[config.mk]
export PLATFORM = sky130hd
export DESIGN_NAME = hsv_to_rgb_pixel
export DESIGN_NICKNAME = d
export VERILOG_FILES = /design/src/hsv2rgb_pkg.sv /design/src/hsv2rgb_regs.sv /design/src/hsv2rgb_mix.sv /design/src/hsv2rgb_scale.sv /design/src/hsv_to_rgb_pixel.sv
export SDC_FILE = /design/constraint.sdc
export NUM_CORES = 2
export LEC_CHECK = 0
export BUFFER_PORTS_ARGS = -buffer_cell sky130_fd_sc_hd__buf_2
export CORE_MARGIN = 1
export CORE_UTILIZATION = 51
export DETAILED_ROUTE_END_ITERATION = 16
export GPL_TIMING_DRIVEN = 0
export MAX_ROUTING_LAYER = met4
export PLACE_DENSITY_LB_ADDON = 0.05
export SYNTH_ARGS = -nofsm -noshare
export SYNTH_HDL_FRONTEND = slang
export SYNTH_SLANG_ARGS = --single-unit
[constraint.sdc]
create_clock -name clk -period 14.9 [get_ports clk]
set_input_delay 1.49 -clock clk [delete_from_list [all_inputs] [get_ports clk]]
set_output_delay 1.49 -clock clk [all_outputs]
set_load 0.005 [all_outputs]
[src/hsv2rgb_pkg.sv]
package hsv2rgb_pkg;

  localparam int unsigned PERCENT_MAX = 100;

  localparam int unsigned W_PCT_IN = 7;
  localparam int unsigned W_HUE    = 9;
  localparam int unsigned W_CH     = 8;
  localparam int unsigned W_DATA   = 32;
  localparam int unsigned W_ADDR   = 3;

  localparam int unsigned HUE_WRAP   = 360;
  localparam int unsigned SECTOR_DEG = 60;
  localparam int unsigned CH_MAX     = 255;

  localparam int unsigned W_PCT  = $clog2(PERCENT_MAX + 1);
  localparam int unsigned W_VS   = $clog2(PERCENT_MAX * PERCENT_MAX + 1);
  localparam int unsigned DENOM  = SECTOR_DEG * PERCENT_MAX * PERCENT_MAX;
  localparam int unsigned V_SCALE = SECTOR_DEG * PERCENT_MAX;
  localparam int unsigned W_T    = $clog2(DENOM + 1);
  localparam int unsigned W_U    = $clog2(DENOM * CH_MAX + 1);
  localparam longint unsigned RECIP = (64'd1 << W_U) / DENOM;
  localparam int unsigned W_RC   = $clog2(RECIP + 1);
  localparam int unsigned W_SEC  = 3;
  localparam int unsigned W_FRAC = $clog2(SECTOR_DEG + 1);

  localparam int unsigned NSTG = 5;

  localparam logic [W_ADDR-3:0] IDX_HUE = (W_ADDR - 2)'(0);

  typedef enum logic [W_SEC-1:0] {
    SEC_RY = 3'd0,
    SEC_YG = 3'd1,
    SEC_GC = 3'd2,
    SEC_CB = 3'd3,
    SEC_BM = 3'd4,
    SEC_MR = 3'd5
  } sector_t;

  typedef struct packed {
    sector_t            sector;
    logic [W_FRAC-1:0]  frac;
  } hue_dec_t;

  typedef struct packed {
    logic [W_PCT_IN-1:0] saturation;
    logic [W_PCT_IN-1:0] brightness;
  } in_data_t;

  typedef struct packed {
    logic [W_CH-1:0] red;
    logic [W_CH-1:0] green;
    logic [W_CH-1:0] blue;
  } out_data_t;

  typedef struct packed {
    logic s1;
    logic s2;
    logic s3;
  } mix_en_t;

  typedef struct packed {
    logic s4;
    logic s5;
  } scale_en_t;

  function automatic logic [W_PCT-1:0] pct_clamp(input logic [W_PCT_IN-1:0] p);
    if (32'(p) > PERCENT_MAX) begin
      return W_PCT'(PERCENT_MAX);
    end else begin
      return W_PCT'(p);
    end
  endfunction

endpackage

[src/hsv2rgb_regs.sv]
module hsv2rgb_regs (
  input  logic                               clk,
  input  logic                               rst_n,
  input  logic                               psel,
  input  logic                               penable,
  input  logic                               pwrite,
  input  logic [hsv2rgb_pkg::W_ADDR-1:0]     paddr,
  input  logic [hsv2rgb_pkg::W_DATA-1:0]     pwdata,
  output logic [hsv2rgb_pkg::W_DATA-1:0]     prdata,
  output logic                               pready,
  output hsv2rgb_pkg::hue_dec_t              hue_dec
);

  logic [hsv2rgb_pkg::W_HUE-1:0]  hue_r;
  logic [hsv2rgb_pkg::W_HUE-1:0]  hue_wrap;
  logic [hsv2rgb_pkg::W_HUE-1:0]  base;
  logic [hsv2rgb_pkg::W_FRAC-1:0] sec_off;
  hsv2rgb_pkg::sector_t           sector;
  logic                           hit_hue;

  assign pready  = 1'b1;
  assign hit_hue = (paddr[hsv2rgb_pkg::W_ADDR-1:2] == hsv2rgb_pkg::IDX_HUE);
  assign prdata  = hit_hue ? hsv2rgb_pkg::W_DATA'(hue_r) : '0;

  always_ff @(posedge clk) begin
    if (!rst_n) begin
      hue_r <= '0;
    end else if (psel && penable && pwrite && pready && hit_hue) begin
      hue_r <= pwdata[hsv2rgb_pkg::W_HUE-1:0];
    end
  end

  always_comb begin
    hue_wrap = (32'(hue_r) >= hsv2rgb_pkg::HUE_WRAP) ?
               hue_r - hsv2rgb_pkg::W_HUE'(hsv2rgb_pkg::HUE_WRAP) : hue_r;
    priority if (32'(hue_wrap) < 1 * hsv2rgb_pkg::SECTOR_DEG) begin
      sector = hsv2rgb_pkg::SEC_RY;
      base   = '0;
    end else if (32'(hue_wrap) < 2 * hsv2rgb_pkg::SECTOR_DEG) begin
      sector = hsv2rgb_pkg::SEC_YG;
      base   = hsv2rgb_pkg::W_HUE'(1 * hsv2rgb_pkg::SECTOR_DEG);
    end else if (32'(hue_wrap) < 3 * hsv2rgb_pkg::SECTOR_DEG) begin
      sector = hsv2rgb_pkg::SEC_GC;
      base   = hsv2rgb_pkg::W_HUE'(2 * hsv2rgb_pkg::SECTOR_DEG);
    end else if (32'(hue_wrap) < 4 * hsv2rgb_pkg::SECTOR_DEG) begin
      sector = hsv2rgb_pkg::SEC_CB;
      base   = hsv2rgb_pkg::W_HUE'(3 * hsv2rgb_pkg::SECTOR_DEG);
    end else if (32'(hue_wrap) < 5 * hsv2rgb_pkg::SECTOR_DEG) begin
      sector = hsv2rgb_pkg::SEC_BM;
      base   = hsv2rgb_pkg::W_HUE'(4 * hsv2rgb_pkg::SECTOR_DEG);
    end else begin
      sector = hsv2rgb_pkg::SEC_MR;
      base   = hsv2rgb_pkg::W_HUE'(5 * hsv2rgb_pkg::SECTOR_DEG);
    end
    sec_off = hsv2rgb_pkg::W_FRAC'(hue_wrap - base);
    hue_dec.sector = sector;
    hue_dec.frac   = sector[0] ?
                     hsv2rgb_pkg::W_FRAC'(hsv2rgb_pkg::SECTOR_DEG) - sec_off : sec_off;
  end

endmodule

[src/hsv2rgb_mix.sv]
module hsv2rgb_mix (
  input  logic                           clk,
  input  hsv2rgb_pkg::mix_en_t           en,
  input  hsv2rgb_pkg::in_data_t          in_data,
  input  hsv2rgb_pkg::hue_dec_t          hue_dec,
  output logic [hsv2rgb_pkg::W_U-1:0]    u_red,
  output logic [hsv2rgb_pkg::W_U-1:0]    u_green,
  output logic [hsv2rgb_pkg::W_U-1:0]    u_blue
);

  logic [hsv2rgb_pkg::W_PCT-1:0] s_c;
  logic [hsv2rgb_pkg::W_PCT-1:0] v_c;
  logic [hsv2rgb_pkg::W_VS-1:0]  vs_nxt;

  logic [hsv2rgb_pkg::W_VS-1:0]  vs1_r;
  logic [hsv2rgb_pkg::W_PCT-1:0] v1_r;
  hsv2rgb_pkg::hue_dec_t         dec1_r;

  logic [hsv2rgb_pkg::W_T-1:0]   c_nxt;
  logic [hsv2rgb_pkg::W_T-1:0]   x_nxt;
  logic [hsv2rgb_pkg::W_T-1:0]   vfull;
  logic [hsv2rgb_pkg::W_T-1:0]   m_nxt;

  logic [hsv2rgb_pkg::W_T-1:0]   c2_r;
  logic [hsv2rgb_pkg::W_T-1:0]   x2_r;
  logic [hsv2rgb_pkg::W_T-1:0]   m2_r;
  hsv2rgb_pkg::sector_t          sec2_r;

  logic [hsv2rgb_pkg::W_T-1:0]   comp_r;
  logic [hsv2rgb_pkg::W_T-1:0]   comp_g;
  logic [hsv2rgb_pkg::W_T-1:0]   comp_b;
  logic [hsv2rgb_pkg::W_T-1:0]   t_r;
  logic [hsv2rgb_pkg::W_T-1:0]   t_g;
  logic [hsv2rgb_pkg::W_T-1:0]   t_b;

  logic [hsv2rgb_pkg::W_U-1:0]   ur3_r;
  logic [hsv2rgb_pkg::W_U-1:0]   ug3_r;
  logic [hsv2rgb_pkg::W_U-1:0]   ub3_r;

  always_comb begin
    s_c    = hsv2rgb_pkg::pct_clamp(in_data.saturation);
    v_c    = hsv2rgb_pkg::pct_clamp(in_data.brightness);
    vs_nxt = hsv2rgb_pkg::W_VS'(hsv2rgb_pkg::W_VS'(v_c) * hsv2rgb_pkg::W_VS'(s_c));
  end

  always_ff @(posedge clk) begin
    if (en.s1) begin
      vs1_r  <= vs_nxt;
      v1_r   <= v_c;
      dec1_r <= hue_dec;
    end
  end

  always_comb begin
    c_nxt = hsv2rgb_pkg::W_T'(vs1_r) * hsv2rgb_pkg::W_T'(hsv2rgb_pkg::SECTOR_DEG);
    x_nxt = hsv2rgb_pkg::W_T'(vs1_r) * hsv2rgb_pkg::W_T'(dec1_r.frac);
    vfull = hsv2rgb_pkg::W_T'(v1_r) * hsv2rgb_pkg::W_T'(hsv2rgb_pkg::V_SCALE);
    m_nxt = vfull - c_nxt;
  end

  always_ff @(posedge clk) begin
    if (en.s2) begin
      c2_r   <= c_nxt;
      x2_r   <= x_nxt;
      m2_r   <= m_nxt;
      sec2_r <= dec1_r.sector;
    end
  end

  always_comb begin
    unique case (sec2_r)
      hsv2rgb_pkg::SEC_RY: begin
        comp_r = c2_r; comp_g = x2_r; comp_b = '0;
      end
      hsv2rgb_pkg::SEC_YG: begin
        comp_r = x2_r; comp_g = c2_r; comp_b = '0;
      end
      hsv2rgb_pkg::SEC_GC: begin
        comp_r = '0;   comp_g = c2_r; comp_b = x2_r;
      end
      hsv2rgb_pkg::SEC_CB: begin
        comp_r = '0;   comp_g = x2_r; comp_b = c2_r;
      end
      hsv2rgb_pkg::SEC_BM: begin
        comp_r = x2_r; comp_g = '0;   comp_b = c2_r;
      end
      default: begin
        comp_r = c2_r; comp_g = '0;   comp_b = x2_r;
      end
    endcase
    t_r = comp_r + m2_r;
    t_g = comp_g + m2_r;
    t_b = comp_b + m2_r;
  end

  always_ff @(posedge clk) begin
    if (en.s3) begin
      ur3_r <= hsv2rgb_pkg::W_U'(t_r) * hsv2rgb_pkg::W_U'(hsv2rgb_pkg::CH_MAX);
      ug3_r <= hsv2rgb_pkg::W_U'(t_g) * hsv2rgb_pkg::W_U'(hsv2rgb_pkg::CH_MAX);
      ub3_r <= hsv2rgb_pkg::W_U'(t_b) * hsv2rgb_pkg::W_U'(hsv2rgb_pkg::CH_MAX);
    end
  end

  assign u_red   = ur3_r;
  assign u_green = ug3_r;
  assign u_blue  = ub3_r;

endmodule

[src/hsv2rgb_scale.sv]
module hsv2rgb_scale (
  input  logic                           clk,
  input  hsv2rgb_pkg::scale_en_t         en,
  input  logic [hsv2rgb_pkg::W_U-1:0]    u_in,
  output logic [hsv2rgb_pkg::W_CH-1:0]   q_out
);

  localparam int unsigned W_P = hsv2rgb_pkg::W_U + hsv2rgb_pkg::W_RC;

  logic [W_P-1:0]                  prod;
  logic [hsv2rgb_pkg::W_CH-1:0]    qe_nxt;
  logic [hsv2rgb_pkg::W_CH-1:0]    qe4_r;
  logic [hsv2rgb_pkg::W_U-1:0]     u4_r;
  logic [hsv2rgb_pkg::W_U-1:0]     back;
  logic [hsv2rgb_pkg::W_U-1:0]     rem;
  logic [hsv2rgb_pkg::W_CH-1:0]    q_nxt;
  logic [hsv2rgb_pkg::W_CH-1:0]    q5_r;

  // The reciprocal estimate is low by at most one; the remainder check fixes it.
  always_comb begin
    prod   = W_P'(u_in) * W_P'(hsv2rgb_pkg::RECIP);
    qe_nxt = hsv2rgb_pkg::W_CH'(prod >> hsv2rgb_pkg::W_U);
  end

  always_ff @(posedge clk) begin
    if (en.s4) begin
      qe4_r <= qe_nxt;
      u4_r  <= u_in;
    end
  end

  always_comb begin
    back  = hsv2rgb_pkg::W_U'(qe4_r) * hsv2rgb_pkg::W_U'(hsv2rgb_pkg::DENOM);
    rem   = u4_r - back;
    q_nxt = (rem >= hsv2rgb_pkg::W_U'(hsv2rgb_pkg::DENOM)) ? qe4_r + 1'b1 : qe4_r;
  end

  always_ff @(posedge clk) begin
    if (en.s5) begin
      q5_r <= q_nxt;
    end
  end

  assign q_out = q5_r;

endmodule

[src/hsv_to_rgb_pixel.sv]
// Channel   Ports                             Direction  Content
// input     in_valid, in_ready, in_data       in         saturation, brightness
// result    out_valid, out_ready, out_data    out        red, green, blue
// config    psel, penable, pwrite, paddr,     in/out     hue register at address 0
//           pwdata, prdata, pready
//
// A transaction passes from input to output through the five-stage multiply
// and divide pipeline; a transaction can enter every cycle unless the output stalls.
// Reset is synchronous and active low; it empties the pipeline and clears hue.
// Each stage moves forward when it is empty or the next stage moves, so a
// stalled output holds while earlier empty stages still fill.
module hsv_to_rgb_pixel (
  input  logic                              clk,
  input  logic                              rst_n,
  input  logic                              in_valid,
  output logic                              in_ready,
  input  hsv2rgb_pkg::in_data_t             in_data,
  output logic                              out_valid,
  input  logic                              out_ready,
  output hsv2rgb_pkg::out_data_t            out_data,
  input  logic                              psel,
  input  logic                              penable,
  input  logic                              pwrite,
  input  logic [hsv2rgb_pkg::W_ADDR-1:0]    paddr,
  input  logic [hsv2rgb_pkg::W_DATA-1:0]    pwdata,
  output logic [hsv2rgb_pkg::W_DATA-1:0]    prdata,
  output logic                              pready
);

  logic [hsv2rgb_pkg::NSTG-1:0] vld_r;
  logic [hsv2rgb_pkg::NSTG-1:0] vld_nxt;
  logic [hsv2rgb_pkg::NSTG-1:0] adv;
  hsv2rgb_pkg::hue_dec_t        hue_dec;
  hsv2rgb_pkg::mix_en_t         mix_en;
  hsv2rgb_pkg::scale_en_t       scale_en;
  logic [hsv2rgb_pkg::W_U-1:0]  u_red;
  logic [hsv2rgb_pkg::W_U-1:0]  u_green;
  logic [hsv2rgb_pkg::W_U-1:0]  u_blue;

  always_comb begin
    adv[hsv2rgb_pkg::NSTG-1] = !vld_r[hsv2rgb_pkg::NSTG-1] || out_ready;
    for (int i = hsv2rgb_pkg::NSTG - 2; i >= 0; i--) begin
      adv[i] = !vld_r[i] || adv[i+1];
    end
    vld_nxt = vld_r;
    if (adv[0]) begin
      vld_nxt[0] = in_valid;
    end
    for (int i = 1; i < hsv2rgb_pkg::NSTG; i++) begin
      if (adv[i]) begin
        vld_nxt[i] = vld_r[i-1];
      end
    end
  end

  always_ff @(posedge clk) begin
    if (!rst_n) begin
      vld_r <= '0;
    end else begin
      vld_r <= vld_nxt;
    end
  end

  assign in_ready  = adv[0];
  assign out_valid = vld_r[hsv2rgb_pkg::NSTG-1];

  assign mix_en.s1   = adv[0];
  assign mix_en.s2   = adv[1];
  assign mix_en.s3   = adv[2];
  assign scale_en.s4 = adv[3];
  assign scale_en.s5 = adv[4];

  hsv2rgb_regs u_regs (
    .clk     (clk),
    .rst_n   (rst_n),
    .psel    (psel),
    .penable (penable),
    .pwrite  (pwrite),
    .paddr   (paddr),
    .pwdata  (pwdata),
    .prdata  (prdata),
    .pready  (pready),
    .hue_dec (hue_dec)
  );

  hsv2rgb_mix u_mix (
    .clk     (clk),
    .en      (mix_en),
    .in_data (in_data),
    .hue_dec (hue_dec),
    .u_red   (u_red),
    .u_green (u_green),
    .u_blue  (u_blue)
  );

  hsv2rgb_scale u_scale_red (
    .clk   (clk),
    .en    (scale_en),
    .u_in  (u_red),
    .q_out (out_data.red)
  );

  hsv2rgb_scale u_scale_green (
    .clk   (clk),
    .en    (scale_en),
    .u_in  (u_green),
    .q_out (out_data.green)
  );

  hsv2rgb_scale u_scale_blue (
    .clk   (clk),
    .en    (scale_en),
    .u_in  (u_blue),
    .q_out (out_data.blue)
  );

`ifndef SYNTH
  a_empty_out_ready: assert property (@(posedge clk) disable iff (!rst_n)
    !out_valid |-> in_ready)
    else $error("Input stalled while the output stage is empty.");

  a_enter_stage: assert property (@(posedge clk) disable iff (!rst_n)
    in_valid && in_ready |=> vld_r[0])
    else $error("Accepted transaction did not enter the first stage.");

  a_drain: assert property (@(posedge clk) disable iff (!rst_n)
    out_valid && out_ready && !vld_r[hsv2rgb_pkg::NSTG-2] |=> !out_valid)
    else $error("Output transaction repeated after it was taken.");
`endif

endmodule
[Yosys cells after proc, flatten, opt, wreduce, memory -nomap -nowiden]
Cells that the tools add are included.
Operators by class
  add/subtract/negate cells: 13
  $mul: 13
  magnitude comparators: 11
  equal/unequal tests: 4
  multiplexer cells: 21
  bitwise logic cells: 1
  reduce and logical (&&, ||, !) cells: 22
Operator list (count)
  $pmux W20 S2: 3
  $mul A28 B9 Y36 const B: 3
  $ge A28 B20 Y1 const B: 3
  $mul A20 B8 Y28 const B: 3
  $sub A28 B28 Y28: 3
  $mul A8 B14 Y22 const B: 3
  $add A20 B20 Y20: 3
  $mux W6: 5
  $add A8 B1 Y8 const B: 3
  $mux W8: 3
  $mul A14 B6 Y20: 1
  $sub A20 B20 Y20: 1
  $lt A9 B8 Y1 const B: 2
  $mul A14 B4 Y18 const B: 1
  $mux W9: 2
  $mul A7 B9 Y16 const B: 1
  $gt A7 B7 Y1 const B: 2
  $mul A7 B7 Y14: 1
  $mux W7: 2
  $reduce_or A2 Y1: 7
  $ge A9 B9 Y1 const B: 1
  $lt A9 B6 Y1 const B: 1
  $lt A9 B7 Y1 const B: 1
  $lt A9 B9 Y1 const B: 1
  15 further kinds: 29
Word-level totals
  flip-flop bits (word level): 321
  output and inout port bits: 59
  logic and storage cells: 113

[Longest topological paths before layout]
  depth after elaboration: 11
  mapped depth: 35
  gate-level depth less buffers: 33

[By module]
From an unflattened synthesis, not the netlist that was laid out.
Second synthesis, totals
  cells, all modules: 5566
  area total of the unflattened synthesis: 55062.8 sq um
By module, submodules not included
  hsv2rgb_mix: instances 1, cells each 2687, area an instance 26680.6 sq um, seq. area each 5165.0 sq um
  hsv2rgb_scale (u_scale_green): instances 1, cells each 890, area an instance 9029.9 sq um, seq. area each 1141.1 sq um
  hsv2rgb_scale (u_scale_red): instances 1, cells each 905, area an instance 8954.8 sq um, seq. area each 1141.1 sq um
  hsv2rgb_scale (u_scale_blue): instances 1, cells each 885, area an instance 8918.6 sq um, seq. area each 1141.1 sq um
  hsv2rgb_regs: instances 1, cells each 177, area an instance 1276.2 sq um, seq. area each 180.2 sq um
  hsv_to_rgb_pixel: instances 1, cells each 22, area an instance 202.7 sq um, seq. area each 100.1 sq um

[Worst setup path before layout]
Ideal clock, no wire load.
  path type: reg-to-reg
  start point: reg u_mix.sec2_r[2]
  end point: reg u_mix.ub3_r, in the netlist u_mix.u_blue[27], data pin
  setup time: 0.280 ns
  data arrival time: 8.517 ns
  required time: 14.620 ns
  slack: 6.103 ns
  stages on the path, launching flop included: 32
  path buffers: 3
  cell sequence: edfxtp_1 -> clkbuf_1 -> mux2_2 -> clkbuf_1 -> clkbuf_1 -> nand2_1 -> o21ai_0 -> ha_1 -> inv_1 -> fa_1 -> nor2b_1 -> o21ai_0 -> a21boi_0 -> o21ai_0 -> a21boi_0 -> o21ai_0 -> a21boi_0 -> o21ai_0 -> a21oi_1 -> mux2i_1 -> a2111oi_0 -> fa_1 -> fa_1 -> fa_1 -> fa_1 -> inv_1 -> ha_1 -> a21o_1 -> a21oi_1 -> nand2_1 -> o31ai_1 -> o211ai_1
Between the ends
  word-level cells in the longest chain between the ends: 5
Ends and longest elaborated chain
  start: declaration: RTL line hsv2rgb_mix.sv:27  | hsv2rgb_pkg::sector_t sec2_r;
  start signal: assignment: RTL line hsv2rgb_mix.sv:66  | sec2_r <= dec1_r.sector;
  $eq A3 B2 Y1 (tied with other cells): RTL line hsv2rgb_mix.sv:71  | unique case (sec2_r)
  $reduce_or A2 Y1 (no line)
  $pmux W20 S2 (*): RTL line hsv2rgb_mix.sv:71
  $add A20 B20 Y20 (*): RTL line hsv2rgb_mix.sv:93  | t_b = comp_b + m2_r;
  $mul A20 B8 Y28 (*): RTL line hsv2rgb_mix.sv:100  | ub3_r <= hsv2rgb_pkg::W_U'(t_b) * hsv2rgb_pkg::W_U'(hsv2rgb_pkg::CH_MAX);
  end signal: assignment: RTL line hsv2rgb_mix.sv:100
  end: declaration: RTL line hsv2rgb_mix.sv:38  | logic [hsv2rgb_pkg::W_U-1:0] ub3_r;
Every way passes the cells marked *; elsewhere a longest branch is shown, timed or not.
A chain may end at the register's enable or synchronous reset.

[Worst setup path after layout]
  start point: reg u_mix.sec2_r[2]
  end point: reg u_mix.ub3_r, in the netlist u_mix.u_blue[26], data pin
Same word-level chain as after synthesis.

==> results.json <==
{
  "hold_viol_final": 0,
  "setup_viol": 0,
  "ant_nets": 0,
  "grt_pass1_vias": 36842,
  "syn_area_um2": 53800,
  "die_h_um": 327,
  "post_cts_buffers": 0,
  "cp_common_cell": "o21ai_0",
  "dp_hpwl_mm": 94.2,
  "grt_pass1_wl_mm": 187,
  "grt_setup_unrepaired": "false",
  "drt_pre_antenna_iters": 5,
  "row_count": 118,
  "synth-edff-count": 286,
  "grt_overflow": 0,
  "area_growth_pct": 6.91,
  "startpoint_type": "register",
  "antenna_cells": 0,
  "clock_skew_ns": 0.0248,
  "maxCapViolations": 0,
  "dr.first_iter.drc_count": 1526,
  "gp_congestion": 0.928,
  "setup_tns_ns": 0,
  "fillerInstances": 9399,
  "crit_slowest_cell": "nor3_1",
  "min_period_ns": 9.33,
  "hold_class": "reg2reg",
  "max_stage_delay_ns": 0.89,
  "fp.dieW_um": 327,
  "worst_slew_pin_slew_ns": 1.11,
  "clk_path_buf_depth": 3,
  "yosysMostFrequentCell": "inv_1",
  "ctsHoldBuffers": 0,
  "yosys.cell_types.count": 88,
  "drive_gt1_share_pct": 3.64,
  "insertion_delay_ns": 0.62,
  "syn_inst": 5435,
  "finalNetCount": 7246,
  "cp_max_fo": 10,
  "htreeDepth": 2,
  "port_buffers": 63,
  "grt_start_max_net_pins": 71,
  "required_ns": 15.26,
  "arrival_ns": 9.70,
  "cts.repair.resized": 0,
  "routedWlPerCell_um": 15.7,
  "fin_crit_sh_pct": 62.6,
  "critPathBufInv": 7,
  "synth_area_leaders": "fa_1 31%, ha_1 18%, edfxtp_1 16%, inv_1 9.7%, xnor2_1 3.6%",
  "start_util_pct": 51.7,
  "timing.fmax_ghz": 0.107,
  "critical_path_class": "reg2reg",
  "path_delay_family": "adder cells",
  "status": "complete, no violations",
  "core_area_um2": 104000,
  "ys.flop_type": "edfxtp_1",
  "track_usage_pct": 22.2,
  "synth_common_cells": "1385 x inv_1, 835 x fa_1, 787 x ha_1",
  "drt-total-wl_mm": 110,
  "antenna_found_initial": 0,
  "die_area_um2": 107000,
  "synth-seq-cells": 300,
  "post-route-drc-count": 0,
  "viasPerCell": 5.11,
  "clock-sinks": 300,
  "root_buffer": "clkbuf_16",
  "cts_tree": "yes",
  "async_flop_share_pct": 0,
  "num_io_pins": 115,
  "cts_made_buffers": 42,
  "synth_top_area_cell": "fa_1",
  "synth_warnings": 0,
  "syn_area_per_cell_um2": 9.91,
  "vias": 35655,
  "cp-end-kind": "register",
  "cts.clk_slew.worst_paths_ns": 0.07,
  "seq_area_frac_synth_pct": 16.5,
  "finalMaxSlewViolations": 0,
  "relSlewSlack_pct": 25.5,
  "yosysTopAreaCellShare_pct": 31.0
}
==> final timing paths <==
| path | from | endpoint | slack (ns) | cells past startpoint |
|---|---|---|---|---|
| setup / recovery | u_mix.sec2_r[2]$_DFFE_PP_ | u_mix.u_blue[26]$_DFFE_PP_ | 5.57 | 34 |
| hold / removal | u_mix.dec1_r[6]$_DFFE_PP_ | u_mix.sec2_r[0]$_DFFE_PP_ | 0.42 | 0 |
| setup reg to reg | u_mix.sec2_r[2]$_DFFE_PP_ | u_mix.u_blue[26]$_DFFE_PP_ | 5.57 | 34 |
| hold reg to reg | u_mix.dec1_r[6]$_DFFE_PP_ | u_mix.sec2_r[0]$_DFFE_PP_ | 0.42 | 0 |
==> flip-flops by register name (all words and copies together), names as in the netlist, 9 cells and up <==
| register | flops |
|---|---|
| u_mix.u_blue | 28 |
| u_mix.u_green | 28 |
| u_mix.u_red | 28 |
| u_scale_blue.u4_r | 22 |
| u_scale_green.u4_r | 22 |
| u_scale_red.u4_r | 22 |
| u_mix.x2_r | 20 |
| u_mix.c2_r | 18 |
| u_mix.m2_r | 17 |
| u_mix.vs1_r | 14 |
| u_mix.dec1_r | 9 |
| u_regs.hue_r | 9 |
==> worst register-to-register path: cells and delay by family, from the launching register on <==
family          cells  cell delay (ns)
compound gates     13             2.58
xor+xnor            1             0.09
fa+ha+maj           7             3.18
buf+inv             7             1.19
flops               1             0.45
mux                 1             0.23
simple gates        5             1.39
==> per-layer routing <==
metal,wire length [µm],share of wire (%),vias to the layer above,track usage [%]
li1,-,-,17784,-
met1,53300,49,17305,31.0
met2,50700,46,434,35.0
met3,3130,2.9,132,2.19
met4,2680,2.4,0,4.90
met5,0,0,-,-
==> per-stage QoR <==
stage	utilization (%)	area (µm²)	hold slack (ns)	instances	setup slack [ns]
floorplan	-	53900	0.400	5457	6.10
global route	55.3	57600	0.422	6981	4.72
CTS	55.3	57500	0.415	6980	5.59
detailed placement	53.9	56100	0.405	6903	5.63
finish	55.3	57600	0.416	6981	5.57
global placement	53.8	56000	0.404	6900	4.62
==> cells by family after synthesis <==
group / count (synthesis) / share of synthesized area, %
and+or+nand+nor: 888 / 8.06
DFF: 300 / 16.5
muxes: 12 / 0.225
AOI/OAI and AO/OA: 830 / 10.3
buffers and inverters: 1456 / 10.3
xor gates and xnor gates: 325 / 5.29
adders and majority gates: 1622 / 49.3
other: 2 / 0.0139
==> area by class of cell <==
class / count / area (µm²) / area share, %
Clock buffer: 46 / 1070 / 1.85
Buffer: 71 / 374 / 0.650
Timing Repair Buffer: 67 / 418 / 0.726
Tap cell: 1380 / 1730 / 3.00
Sequential cell: 300 / 8870 / 15.4
Inverter: 1385 / 5200 / 9.04
Clock inverter: 31 / 402 / 0.698
Multi-Input combinational cell: 3701 / 39500 / 68.6
==> layout by cell type, fill, tap and decap left out, types with 69 or more instances in the layout <==
cell type / synthesis / layout
nand2_1: 267 / 265
a21oi_1: 222 / 222
a21o_1: 81 / 81
inv_1: 1385 / 1383
xnor2_1: 222 / 222
nor3_1: 69 / 69
o21ai_0: 147 / 147
nor2_1: 204 / 204
edfxtp_1: 286 / 286
ha_1: 787 / 787
xor2_1: 103 / 103
fa_1: 835 / 835
Power is left out: the tool's default activity adds up to more than one toggle a clock period on the data nets, which glitch-free logic cannot reach.
